$ cat src/rtl/core/sprf16_pkg.sv
// Shared types, constants and helper function of the Fletcher-16 sync packet receiver.
package sprf16_pkg;

  localparam int unsigned ByteW       = 8;
  localparam int unsigned PosW        = 9;
  localparam int unsigned MaxPayloadDef = 255;

  localparam logic [PosW-1:0] PosSyncFirst  = PosW'(0);
  localparam logic [PosW-1:0] PosSyncSecond = PosW'(1);
  localparam logic [PosW-1:0] PosType       = PosW'(2);
  localparam logic [PosW-1:0] PosLength     = PosW'(3);
  localparam logic [PosW-1:0] PosPayload    = PosW'(4);

  localparam logic [ByteW-1:0] SumInit = 8'hFF;

  typedef enum logic {
    CfgSyncFirst  = 1'b0,
    CfgSyncSecond = 1'b1
  } cfg_idx_e;

  typedef struct packed {
    logic             payload_valid;
    logic [ByteW-1:0] payload_index;
    logic [ByteW-1:0] payload_byte;
    logic             frame_done;
    logic             frame_ok;
    logic [ByteW-1:0] frame_type;
    logic [ByteW-1:0] frame_length;
  } result_t;

  // Adds two bytes modulo 255 with end-around carry.
  function automatic logic [ByteW-1:0] fold_add(input logic [ByteW-1:0] a,
                                                input logic [ByteW-1:0] b);
    logic [ByteW:0] s;
    s = {1'b0, a} + {1'b0, b};
    if (s > {1'b0, 8'hFF}) begin
      s = s - {1'b0, 8'hFF};
    end
    return s[ByteW-1:0];
  endfunction

endpackage

$ cat src/rtl/core/sprf16_if.sv
// Valid/ready channel interfaces for received bytes and result items.
interface sprf16_in_if;
  logic       valid;
  logic       ready;
  logic [7:0] rx_byte;

  modport source (output valid, output rx_byte, input ready);
  modport sink   (input valid, input rx_byte, output ready);
endinterface

interface sprf16_out_if;
  logic       valid;
  logic       ready;
  logic       payload_valid;
  logic [7:0] payload_index;
  logic [7:0] payload_byte;
  logic       frame_done;
  logic       frame_ok;
  logic [7:0] frame_type;
  logic [7:0] frame_length;

  modport source (output valid, output payload_valid, output payload_index,
                  output payload_byte, output frame_done, output frame_ok,
                  output frame_type, output frame_length, input ready);
  modport sink   (input valid, input payload_valid, input payload_index,
                  input payload_byte, input frame_done, input frame_ok,
                  input frame_type, input frame_length, output ready);
endinterface

$ cat src/rtl/core/sprf16_frame.sv
// Frame tracker: sync hunt, header capture, Fletcher-16 sums and per-byte result.
module sprf16_frame import sprf16_pkg::*; #(
  parameter int unsigned MaxPayload = MaxPayloadDef
) (
  input  logic             clk_i,
  input  logic             rst_ni,
  input  logic             accept_i,
  input  logic [ByteW-1:0] rx_byte_i,
  input  logic             cfg_we_i,
  input  cfg_idx_e         cfg_idx_i,
  input  logic [ByteW-1:0] cfg_data_i,
  output result_t          res_o
);

  logic [ByteW-1:0] sync_first_q, sync_second_q;
  logic [PosW-1:0]  pos_q, pos_d;
  logic [ByteW-1:0] len_q, len_d;
  logic [ByteW-1:0] type_q, type_d;
  logic [ByteW-1:0] sum1_q, sum1_d;
  logic [ByteW-1:0] sum2_q, sum2_d;
  logic [ByteW-1:0] chk_hi_q, chk_hi_d;

  logic [ByteW-1:0] add1_base, add2_base, add1, add2;
  logic             do_add;
  logic [PosW-1:0]  frame_end;

  assign frame_end = {1'b0, len_q} + PosPayload;
  assign add1      = fold_add(add1_base, rx_byte_i);
  assign add2      = fold_add(add2_base, add1);

  always_comb begin
    pos_d     = pos_q;
    len_d     = len_q;
    type_d    = type_q;
    chk_hi_d  = chk_hi_q;
    do_add    = 1'b0;
    add1_base = sum1_q;
    add2_base = sum2_q;
    res_o     = '0;
    if (pos_q == PosSyncFirst) begin
      len_d = '0;
      if (rx_byte_i == sync_first_q) begin
        do_add = 1'b1; add1_base = SumInit; add2_base = SumInit;
        pos_d = PosSyncSecond;
      end
    end else if (pos_q == PosSyncSecond) begin
      if (rx_byte_i == sync_second_q) begin
        do_add = 1'b1;
        pos_d  = PosType;
      end else if (rx_byte_i == sync_first_q) begin
        do_add = 1'b1; add1_base = SumInit; add2_base = SumInit;
        pos_d = PosSyncSecond;
      end else begin
        pos_d = PosSyncFirst;
      end
    end else if (pos_q == PosType) begin
      type_d = rx_byte_i;
      do_add = 1'b1;
      pos_d  = PosLength;
    end else if (pos_q == PosLength) begin
      len_d = rx_byte_i;
      if ({1'b0, rx_byte_i} > PosW'(MaxPayload)) begin
        pos_d = PosSyncFirst;
      end else begin
        do_add = 1'b1;
        pos_d  = PosPayload;
      end
    end else if (pos_q < frame_end) begin
      res_o.payload_valid = 1'b1;
      res_o.payload_index = ByteW'(pos_q - PosPayload);
      res_o.payload_byte  = rx_byte_i;
      do_add = 1'b1;
      pos_d  = pos_q + PosW'(1);
    end else if (pos_q == frame_end) begin
      chk_hi_d = rx_byte_i;
      pos_d    = pos_q + PosW'(1);
    end else begin
      res_o.frame_done = 1'b1;
      res_o.frame_ok   = (chk_hi_q == sum2_q) && (rx_byte_i == sum1_q);
      pos_d = PosSyncFirst;
    end
    sum1_d = do_add ? add1 : sum1_q;
    sum2_d = do_add ? add2 : sum2_q;
    res_o.frame_type   = type_d;
    res_o.frame_length = len_d;
  end

  always_ff @(posedge clk_i or negedge rst_ni) begin
    if (!rst_ni) begin
      sync_first_q  <= '0;
      sync_second_q <= '0;
    end else if (cfg_we_i) begin
      case (cfg_idx_i)
        CfgSyncFirst:  sync_first_q  <= cfg_data_i;
        CfgSyncSecond: sync_second_q <= cfg_data_i;
        default: ;
      endcase
    end
  end

  always_ff @(posedge clk_i or negedge rst_ni) begin
    if (!rst_ni) begin
      pos_q    <= PosSyncFirst;
      len_q    <= '0;
      type_q   <= '0;
      sum1_q   <= SumInit;
      sum2_q   <= SumInit;
      chk_hi_q <= '0;
    end else if (accept_i) begin
      pos_q    <= pos_d;
      len_q    <= len_d;
      type_q   <= type_d;
      sum1_q   <= sum1_d;
      sum2_q   <= sum2_d;
      chk_hi_q <= chk_hi_d;
    end
  end

endmodule

$ cat src/rtl/core/sync_packet_receiver_fletcher16_top.sv
// Top level of the sync packet receiver with Fletcher-16 check and output skid stage.
//
// The block takes one received byte per item on in_i and returns exactly one
// result item per byte on out_o. It hunts for the two configured sync bytes,
// captures type and length, echoes payload bytes with their offset and flags
// the end of each frame together with the checksum verdict.
// Sync values are written through cfg_we_i, cfg_idx_i and cfg_data_i; the user
// must do so only while idle; the block itself does not enforce it. Results are
// formed combinationally; one item per cycle is taken while skid_valid_q is low.
// A two-entry output stage of a result register and a skid register lets
// a new item be taken while a result is still waiting on a stalled receiver.
// When both entries are full, in_i.ready is low until the receiver takes one.
// Reset clears the sync values to zero, both sums to 0xFF, and returns the
// block to hunting with no result pending.
module sync_packet_receiver_fletcher16_top import sprf16_pkg::*; #(
  parameter int unsigned MaxPayload = MaxPayloadDef
) (
  input  logic              clk_i,
  input  logic              rst_ni,
  sprf16_in_if.sink         in_i,
  sprf16_out_if.source      out_o,
  input  logic              cfg_we_i,
  input  logic              cfg_idx_i,
  input  logic [ByteW-1:0]  cfg_data_i
);

  result_t res;
  result_t out_q, skid_q;
  logic    out_valid_q, skid_valid_q;
  logic    accept;

  assign in_i.ready = !skid_valid_q;
  assign accept     = in_i.valid && !skid_valid_q;

  sprf16_frame #(.MaxPayload(MaxPayload)) u_frame (
    .clk_i      (clk_i),
    .rst_ni     (rst_ni),
    .accept_i   (accept),
    .rx_byte_i  (in_i.rx_byte),
    .cfg_we_i   (cfg_we_i),
    .cfg_idx_i  (cfg_idx_e'(cfg_idx_i)),
    .cfg_data_i (cfg_data_i),
    .res_o      (res)
  );

  always_ff @(posedge clk_i or negedge rst_ni) begin
    if (!rst_ni) begin
      out_valid_q  <= 1'b0;
      skid_valid_q <= 1'b0;
    end else if (!out_valid_q || out_o.ready) begin
      if (skid_valid_q) begin
        out_valid_q  <= 1'b1;
        skid_valid_q <= 1'b0;
      end else begin
        out_valid_q <= accept;
      end
    end else if (accept) begin
      skid_valid_q <= 1'b1;
    end
  end

  always_ff @(posedge clk_i) begin
    if (!out_valid_q || out_o.ready) begin
      if (skid_valid_q) begin
        out_q <= skid_q;
      end else if (accept) begin
        out_q <= res;
      end
    end else if (accept) begin
      skid_q <= res;
    end
  end

  assign out_o.valid         = out_valid_q;
  assign out_o.payload_valid = out_q.payload_valid;
  assign out_o.payload_index = out_q.payload_index;
  assign out_o.payload_byte  = out_q.payload_byte;
  assign out_o.frame_done    = out_q.frame_done;
  assign out_o.frame_ok      = out_q.frame_ok;
  assign out_o.frame_type    = out_q.frame_type;
  assign out_o.frame_length  = out_q.frame_length;

endmodule
$ cat src/flat_wrapper.sv
// flat-port wrapper written by rule: the top's interface ports become plain ports
module sync_packet_receiver_fletcher16_top_flat import sprf16_pkg::*;
#(
  parameter int unsigned MaxPayload = MaxPayloadDef
)
  (clk_i, rst_ni, cfg_we_i, cfg_idx_i, cfg_data_i, in_i_valid, in_i_rx_byte, in_i_ready, out_o_valid, out_o_payload_valid, out_o_payload_index, out_o_payload_byte, out_o_frame_done, out_o_frame_ok, out_o_frame_type, out_o_frame_length, out_o_ready);
  sprf16_in_if in_i_i ();
  sprf16_out_if out_o_i ();
  input  logic clk_i;
  input  logic rst_ni;
  input  logic cfg_we_i;
  input  logic cfg_idx_i;
  input  logic [ByteW-1:0] cfg_data_i;
  input wire logic [$bits(in_i_i.valid)-1:0] in_i_valid;
  input wire logic [$bits(in_i_i.rx_byte)-1:0] in_i_rx_byte;
  output wire logic [$bits(in_i_i.ready)-1:0] in_i_ready;
  output wire logic [$bits(out_o_i.valid)-1:0] out_o_valid;
  output wire logic [$bits(out_o_i.payload_valid)-1:0] out_o_payload_valid;
  output wire logic [$bits(out_o_i.payload_index)-1:0] out_o_payload_index;
  output wire logic [$bits(out_o_i.payload_byte)-1:0] out_o_payload_byte;
  output wire logic [$bits(out_o_i.frame_done)-1:0] out_o_frame_done;
  output wire logic [$bits(out_o_i.frame_ok)-1:0] out_o_frame_ok;
  output wire logic [$bits(out_o_i.frame_type)-1:0] out_o_frame_type;
  output wire logic [$bits(out_o_i.frame_length)-1:0] out_o_frame_length;
  input wire logic [$bits(out_o_i.ready)-1:0] out_o_ready;
  assign in_i_i.valid = in_i_valid;
  assign in_i_i.rx_byte = in_i_rx_byte;
  assign in_i_ready = in_i_i.ready;
  assign out_o_valid = out_o_i.valid;
  assign out_o_payload_valid = out_o_i.payload_valid;
  assign out_o_payload_index = out_o_i.payload_index;
  assign out_o_payload_byte = out_o_i.payload_byte;
  assign out_o_frame_done = out_o_i.frame_done;
  assign out_o_frame_ok = out_o_i.frame_ok;
  assign out_o_frame_type = out_o_i.frame_type;
  assign out_o_frame_length = out_o_i.frame_length;
  assign out_o_i.ready = out_o_ready;
  sync_packet_receiver_fletcher16_top #(.MaxPayload(MaxPayload)) u_core (.clk_i(clk_i), .rst_ni(rst_ni), .in_i(in_i_i), .out_o(out_o_i), .cfg_we_i(cfg_we_i), .cfg_idx_i(cfg_idx_i), .cfg_data_i(cfg_data_i));
endmodule
$ cat config.mk
export PLATFORM = sky130hd
export DESIGN_NAME = sync_packet_receiver_fletcher16_top_flat
export DESIGN_NICKNAME = d
export VERILOG_FILES = /design/src/rtl/core/sprf16_pkg.sv /design/src/rtl/core/sprf16_if.sv /design/src/rtl/core/sprf16_frame.sv /design/src/rtl/core/sync_packet_receiver_fletcher16_top.sv /design/src/flat_wrapper.sv
export SDC_FILE = /design/constraint.sdc
export NUM_CORES = 1
export LEC_CHECK = 0
export BUFFER_PORTS_ARGS = -buffer_cell sky130_fd_sc_hd__clkbuf_2
export CAP_MARGIN = 20
export CORE_ASPECT_RATIO = 0.5
export CORE_MARGIN = 2
export CORE_UTILIZATION = 40
export CTS_CLUSTER_DIAMETER = 40
export DETAILED_ROUTE_END_ITERATION = 12
export HOLD_SLACK_MARGIN = 0.05
export SLEW_MARGIN = 30
export SYNTH_ARGS = -nofsm -noshare
export SYNTH_HDL_FRONTEND = slang
export SYNTH_SLANG_ARGS = --single-unit
export TNS_END_PERCENT = 100
$ cat constraint.sdc
create_clock -name clk_i -period 13.4 [get_ports clk_i]
set_clock_uncertainty 0.1 [all_clocks]
set_input_delay 0 -clock clk_i [delete_from_list [all_inputs] [get_ports clk_i]]
set_output_delay 0 -clock clk_i [all_outputs]
set_load 0.005 [all_outputs]
==> results of run 1 <==
## sequential cells by signal (all words and copies together) (netlist names)
register / flops
u_core.out_o.payload_byte: 8
u_core.out_o.frame_ok: 1
u_core.u_frame.sum1_q: 8
u_core.u_frame.chk_hi_q: 8
u_core.out_o.valid: 1
u_core.out_o.frame_length: 8
u_core.u_frame.sync_second_q: 8
u_core.out_o.frame_done: 1
u_core.skid_q: 35
u_core.u_frame.pos_q: 9
u_core.out_o.payload_index: 8
u_core.u_frame.sync_first_q: 8
u_core.out_o.payload_valid: 1
u_core.u_frame.type_q: 8
u_core.skid_valid_q: 1
u_core.out_o.frame_type: 8
u_core.u_frame.len_q: 8
u_core.u_frame.sum2_q: 8
## power groups by stage
stage	combinational, mW	sequential, mW	clock, mW
final	1.21	0.700	0.480
after floorplan	0.934	0.686	0
after global routing	1.36	0.714	0.507
after global placement	1.17	0.704	0
after CTS	1.21	0.702	0.487
after detailed placement	1.20	0.709	0
## through the flow
step	setup slack (ps)	total power, mW
after CTS	6470	2.40
after global routing	5820	2.58
final	6460	2.39
after global placement	6840	1.87
after floorplan	7490	1.62
after detailed placement	6520	1.90
## area by class of cell
class | count | area, µm² | area share [%]
sequential | 137 | 3800 | 42.5
clock inverter | 14 | 171 | 1.92
multi-input combinational | 502 | 3580 | 40.1
inverter | 26 | 97.6 | 1.09
clock buffer | 18 | 429 | 4.81
timing repair buffer | 83 | 529 | 5.93
tap | 259 | 324 | 3.63
## synthesized netlist by cell type (2+ instances only)
cell type,count
mux2_2,52
clkbuf_1,23
and4b_1,2
and2_1,3
nor4_1,6
edfxtp_1,70
o21a_1,6
nand3_1,13
buf_1,2
dfrtp_1,51
or2_2,2
o31ai_1,23
buf_6,4
mux2_4,2
buf_2,3
fa_1,2
dfstp_2,16
a21o_1,5
a21oi_2,2
xnor2_1,27
nand4_1,9
or3_1,5
ha_1,37
nor2_1,43
mux2i_1,9
and3_1,9
nor2b_1,3
o211ai_1,3
xor2_1,36
a211oi_1,4
a21oi_1,20
o21ai_0,21
nand2b_1,22
nor3_1,6
nand2_1,104
o22ai_1,2
inv_1,25
nand3b_1,2
## placed cells by master, fill, tap and decap left out, drive strengths merged, types with 4 or more instances in the layout
master and n:
nor2 43, xor2 36, nand4 9, clkbuf 75, dfrtp 51, or3 5, a211oi 5, nor3 6
o31ai 23, ha 37, edfxtp 70, dfstp 16, mux2i 9, nand2b 23, mux2 54, and3 9
clkinv 5, a21oi 22, xnor2 27, nand2 104, inv 29, a21o 5, o21a 6, o21ai 21
nand3 13, nor4 6, and2 4, dlygate4sd3 19, buf 7
## per-layer routing
layer / vias to the layer above / GRT usage [%]
li1: 2604 / -
met5: - / 0
met4: 0 / 6.03
met1: 2590 / 24.3
met2: 100 / 28.1
met3: 19 / 3.63
## worst max-delay path, stage by stage, from the launching register on
cell and delay (ps):
dfrtp_1 480, inv_1 140, ha_1 150, and4b_1 400
and2_4 350, nand2b_4 180, nand2_1 320, nand2b_1 190
ha_1 180, inv_1 50, fa_1 400, xnor2_1 340
nand3_1 160, nor3_1 270, and4b_1 290, a31oi_2 140
nor2_1 160, xor2_1 240, ha_1 320, o21ai_0 160
a21oi_1 80, o21a_1 170, o31ai_1 610, nand4b_1 320
a21oi_2 140, nor3b_1 190, o31ai_1 280
## path summary, 6_finish.rpt
| path | slack [ps] | start | to |
|---|---|---|---|
| setup / recovery | 6460 | u_core.u_frame.pos_q[2] | u_core.u_frame.sum2_q[4] |
| hold / removal | 70 | in_i_rx_byte[3] | u_core.u_frame.chk_hi_q[3] |
| setup reg to reg | 6460 | u_core.u_frame.pos_q[2] | u_core.u_frame.sum2_q[4] |
| hold reg to reg | 370 | u_core.u_frame.type_q[3] | u_core.u_frame.type_q[3] |
| max in group asynchronous | 12610 | rst_ni | u_core.skid_valid_q |
| min in group asynchronous | 130 | rst_ni | u_core.u_frame.sync_second_q[1] |
## kinds of logic after synthesis
group | Yosys count
AOI/OAI and AO/OA | 99
buffers and inverters | 58
xor gates and xnor gates | 63
DFF | 137
adders and majority gates | 39
muxes | 63
and+or+nand+nor | 238
## what timing repair did
item,in CTS,in global routing
hold buffers,19,0
resized for setup,0,0
endpoints found under the hold margin,75,0
==> results by group, run 1 <==
Detailed routing
  – DRT iter0 DRCs: 295
  – DR vias/cell: 5.11
  – WL met1: 8250 µm
  – Drt pass-1 iters: 5
  – Avg WL per Cell: 16.2 µm
  – Final wirelength: 16800 µm
  – Total length of routed met2 wires: 7590 µm
  – Wire length on met3: 777 µm
  – Residual DRC: 0
  – Number of nets still failing antenna checks after routing: 0
  – Via count: 5313
  – Highest metal used: met4

Global routing
  – Initial antenna violation count: 0
  – All-Layer GR Usage: 17.7%
  – Largest net degree at the start of global routing: 68
  – Remaining global-route overflow: 0
  – Number of global-route vias before repair: 5293
  – First-pass GRT wire length: 27400 µm

Power
  – Clock Power Share: 20.1%
  – Combinational share of power: 50.6%
  – Seq pwr share: 29.3%
  – Psw: 966 µW
  – Leakage: 3.87 nW
  – Switching fraction of total power: 40.4%
  – Peak supply drop: 0.000144 V
  – Pint: 1.43 mW
  – P per Cell Area: 268 nW/µm²

Finish
  – Fin cells: 1039
  – Number of fillers in the final layout: 1685
  – Final instance area: 8930 µm²
  – Share of cells above drive strength 1: 22.6%
  – Nets: 828
  – Utilization after layout: 48.2%
  – Area Overhead vs Synth: 17.1%
  – Antenna cells: 0

Logic synthesis
  – Main synth FF type: edfxtp_1
  – Synth top area cells: edfxtp_1, dfrtp_1, mux2_2, ha_1, dfstp_2
  – Synth Area in Simple Gates: 15.1%
  – Post-synth top area share: 27.6%
  – #FFs+latches synth: 137
  – Main combinational cell family by area after synthesis: simple AND/OR/NAND/NOR gates
  – Net Count, Synth: 758
  – Synth unique cells: 61
  – Top cell type by total area after synthesis: edfxtp_1
  – Synthesized area: 7630 µm²
  – Post-synthesis sequential area ratio: 49.8%
  – Syn. warnings: 0
  – Gate Count Post-Synth: 697
  – Post-synthesis xor/xnor area fraction: 7.24%
  – Compound-Gate Fraction of Synth Area: 8.73%
  – Post-synthesis adder-cell area fraction: 6.60%
  – Synthesized area per cell: 10.9 µm²
  – Mux cell area share after synthesis: 9.25%
  – Post-synth ARST share: 48.9%
  – Post-synth EDFFs: 70

Die
  – IO Count: 59
  – Cell row count: 35
  – Core area: 18500 µm²
  – Initial Util: 41.2%
  – Die height: 102 µm
  – Die ar.: 20300 µm²
  – Die Wd: 199 µm

Status
  – Outcome: completed

Timing
  – Slew Viols, Final: 0
  – Achievable clock frequency: 144 MHz
  – Max_slew headroom: 48.4%
  – Setup violators final: 0
  – Final Hold Fails: 0
  – RSZ-0062 raised after global routing: no
  – Tightest Pin Transition: 772 ps
  – Total negative slack: 0 ps
  – Fin Hold WS: 73.0 ps
  – Fin crit period: 6940 ps
  – Fin crit share: 51.8%

Worst setup path
  – Worst Setup Path Type: reg2reg
  – Crit path capture type: flop
  – WP data arrival: 7150 ps
  – CP Launch Type: flop
  – Worst Path Required: 13610 ps
  – Crit Path Max Fanout: 18
  – Worst-case reg-to-reg path depth: 26

Run
  – Max cap viols: 0

Placement
  – PortBufs: 58
  – Placed insts: 988
  – HPWL after DPL: 11900 µm
  – DP Area: 8130 µm²
  – GPL Wtd Cong: 0.865

Min path
  – Worst hold path stage count: 2
  – HP Class: in2reg

Clock tree
  – Clock-pin slew on the worst setup and hold paths: 60 ps
  – H-tree depth: 4
  – CTS max path bufs: 2
  – CTS tree: built
  – Clk sinks: 137
  – CTS Buf Count: 17
  – Number of setup buffers added after CTS: 0
  – CTS root buf: clkbuf_16
  – Worst-Skew Late Latency: 420 ps
No activity file was read; power rests on OpenSTA's default activity.
==> inputs of run 2 (changes only) <==
- clock period: 13.4 -> 6.9 ns (I/O delays scaled with it)
==> run 2 against run 1 <==
Against the previous run:
- sequential share of layout area decreased by 0.42 points
- clock power rose by 93%
- setup slack lost 5900 ps
- critical endpoint unchanged
- cell count increased by 0.67%
- hold slack worse by 18 ps
- largest cell class unchanged
==> results by group, run 2 (synthesized netlist as in run 1, its figures left out) <==
Clock tree
  – CTS Buf Count: 17
  – CTS max path bufs: 2
  – H-tree depth: 4
  – CTS root buf: clkbuf_16
  – Clk sinks: 137
  – CTS tree: built
  – Clock-pin slew on the worst setup and hold paths: 60 ps
  – Worst-Skew Late Latency: 410 ps

Run
  – Max cap viols: 0

Worst setup path
  – Worst Setup Path Type: reg2reg
  – CP Launch Type: flop
  – Worst Path Required: 7120 ps
  – Crit path capture type: flop
  – WP data arrival: 6570 ps
  – Crit Path Max Fanout: 10
  – Reg-to-reg slack, setup: 550 ps

Placement
  – Worst slack at placement: 349 ps
  – PortBufs: 58
  – GPL Wtd Cong: 0.855
  – Placed insts: 991
  – DP Area: 8160 µm²
  – HPWL after DPL: 11900 µm

Power
  – Leakage: 3.92 nW
  – Combinational share of power: 51.2%
  – P per Cell Area: 520 nW/µm²
  – Seq pwr share: 29.0%
  – Psw: 1.89 mW
  – Pint: 2.80 mW
  – Peak supply drop: 0.000313 V
  – Switching fraction of total power: 40.2%
  – Clock Power Share: 19.8%

Finish
  – Fin cells: 1046
  – Most frequent cells in the layout: nand2_1, edfxtp_1, clkbuf_2, mux2_2, dfrtp_1
  – Nets: 835
  – Most common cell after layout, fill and taps aside: nand2_1
  – Antenna cells: 0
  – Area Overhead vs Synth: 18.3%
  – Share of cells above drive strength 1: 24.0%
  – Largest Register: u_core.skid_q
  – Final instance area: 9020 µm²
  – Max FFs per register: 35
  – Biggest regs: u_core.skid_q x35, u_core.u_frame.pos_q x9

Detailed routing
  – Via count: 5236
  – Drt pass-1 iters: 4
  – Number of nets still failing antenna checks after routing: 0
  – DR vias/cell: 5.01
  – DRT iter0 DRCs: 272
  – Residual DRC: 0
  – Avg WL per Cell: 16.2 µm
  – Final wirelength: 16900 µm

Global routing
  – Initial antenna violation count: 0
  – First-pass GRT wire length: 28100 µm
  – Largest net degree at the start of global routing: 68
  – Number of global-route vias before repair: 5422
  – Remaining global-route overflow: 0
  – All-Layer GR Usage: 18.1%

Die
  – Die ar.: 20300 µm²
  – Cell row count: 35
  – Die height: 102 µm
  – Initial Util: 41.2%
  – Die Wd: 199 µm
  – IO Count: 59
  – Core area: 18500 µm²

Timing
  – Fin crit period: 6350 ps
  – Setup WS post-layout: 546 ps
  – Tightest Pin Transition: 773 ps
  – Max_slew headroom: 48.3%
  – Final Hold Fails: 0
  – Achievable clock frequency: 157 MHz
  – Fin crit share: 92.1%
  – Slew Viols, Final: 0
  – Setup violators final: 0

Min path
  – HP Class: in2reg

Status
  – Outcome: completed
==> run 2: per-layer routing <==
metal	track usage (%)	vias to the layer above	share of wire [%]
li1	-	2606	-
met1	24.8	2515	48
met2	28.8	95	46
met3	3.80	20	4.7
met4	6.20	0	1.3
met5	0	-	0
==> run 2: power by group through the flow <==
stage          clock network, mW  logic, mW  registers, mW
2_1_floorplan                  0       1.81           1.33
3_3_place_gp                   0       2.28           1.37
3_5_place_dp                   0       2.33           1.37
4_1_cts                    0.944       2.36           1.36
5_1_grt                    0.985       2.71           1.39
6_report                   0.928       2.40           1.36
==> run 2: critical path: stages, from the launching register on <==
cell and delay, ps:
dfrtp_1 460, inv_1 130, ha_1 150, and4b_2 340
and2_4 200, nand2b_4 120, nand2_1 170, nand2b_1 140
ha_1 170, inv_1 50, fa_1 420, and3b_1 260
nor2_1 50, o221ai_1 300, and4b_1 280, a31oi_2 300
mux2_2 390, ha_1 310, a21oi_1 240, o2111ai_2 160
xor2_1 320, nand4_1 260, nor4b_4 400, a21oi_2 110
nor3b_1 180, o31ai_1 250
==> run 2: final cells by class <==
class | count | area (µm²)
Fill cell | 1680 | 9510
Sequential cell | 137 | 3800
Multi-Input combinational cell | 502 | 3610
Timing Repair Buffer | 90 | 584
Clock buffer | 18 | 429
Tap cell | 259 | 324
Clock inverter | 14 | 173
Inverter | 26 | 97.6
==> run 2: worst paths after layout <==
check | cells after the start | endpoint | start
worst max-delay path | 25 | u_core.u_frame.sum2_q[4] | u_core.u_frame.pos_q[2]
worst min-delay path | 2 | u_core.u_frame.chk_hi_q[3] | in_i_rx_byte[3]
worst max register to register | 25 | u_core.u_frame.sum2_q[4] | u_core.u_frame.pos_q[2]
worst min register to register | 2 | u_core.u_frame.type_q[0] | u_core.u_frame.type_q[0]
max in group asynchronous | 3 | u_core.u_frame.pos_q[5] | rst_ni
min in group asynchronous | 3 | u_core.u_frame.sync_second_q[1] | rst_ni
==> run 2: timing repair <==
action                                  in CTS  in global routing
endpoints found under the setup margin       0                  8
hold buffers                                20                  0
gates resized for setup                      0                  6
setup buffers                                0                  3
endpoints found under the hold margin       75                  0
==> run 2: stage by stage <==
stage                     TNS, ps  hold WS [ps]  util, %  total power, mW
after floorplan                 0          -396        -             3.15
after global placement          0           154     44.0             3.65
after detailed placement        0           160     44.0             3.70
after CTS                       0          58.7     48.4             4.67
after global routing        -1.31          67.0     48.7             5.09
final                           0          54.6     48.7             4.69
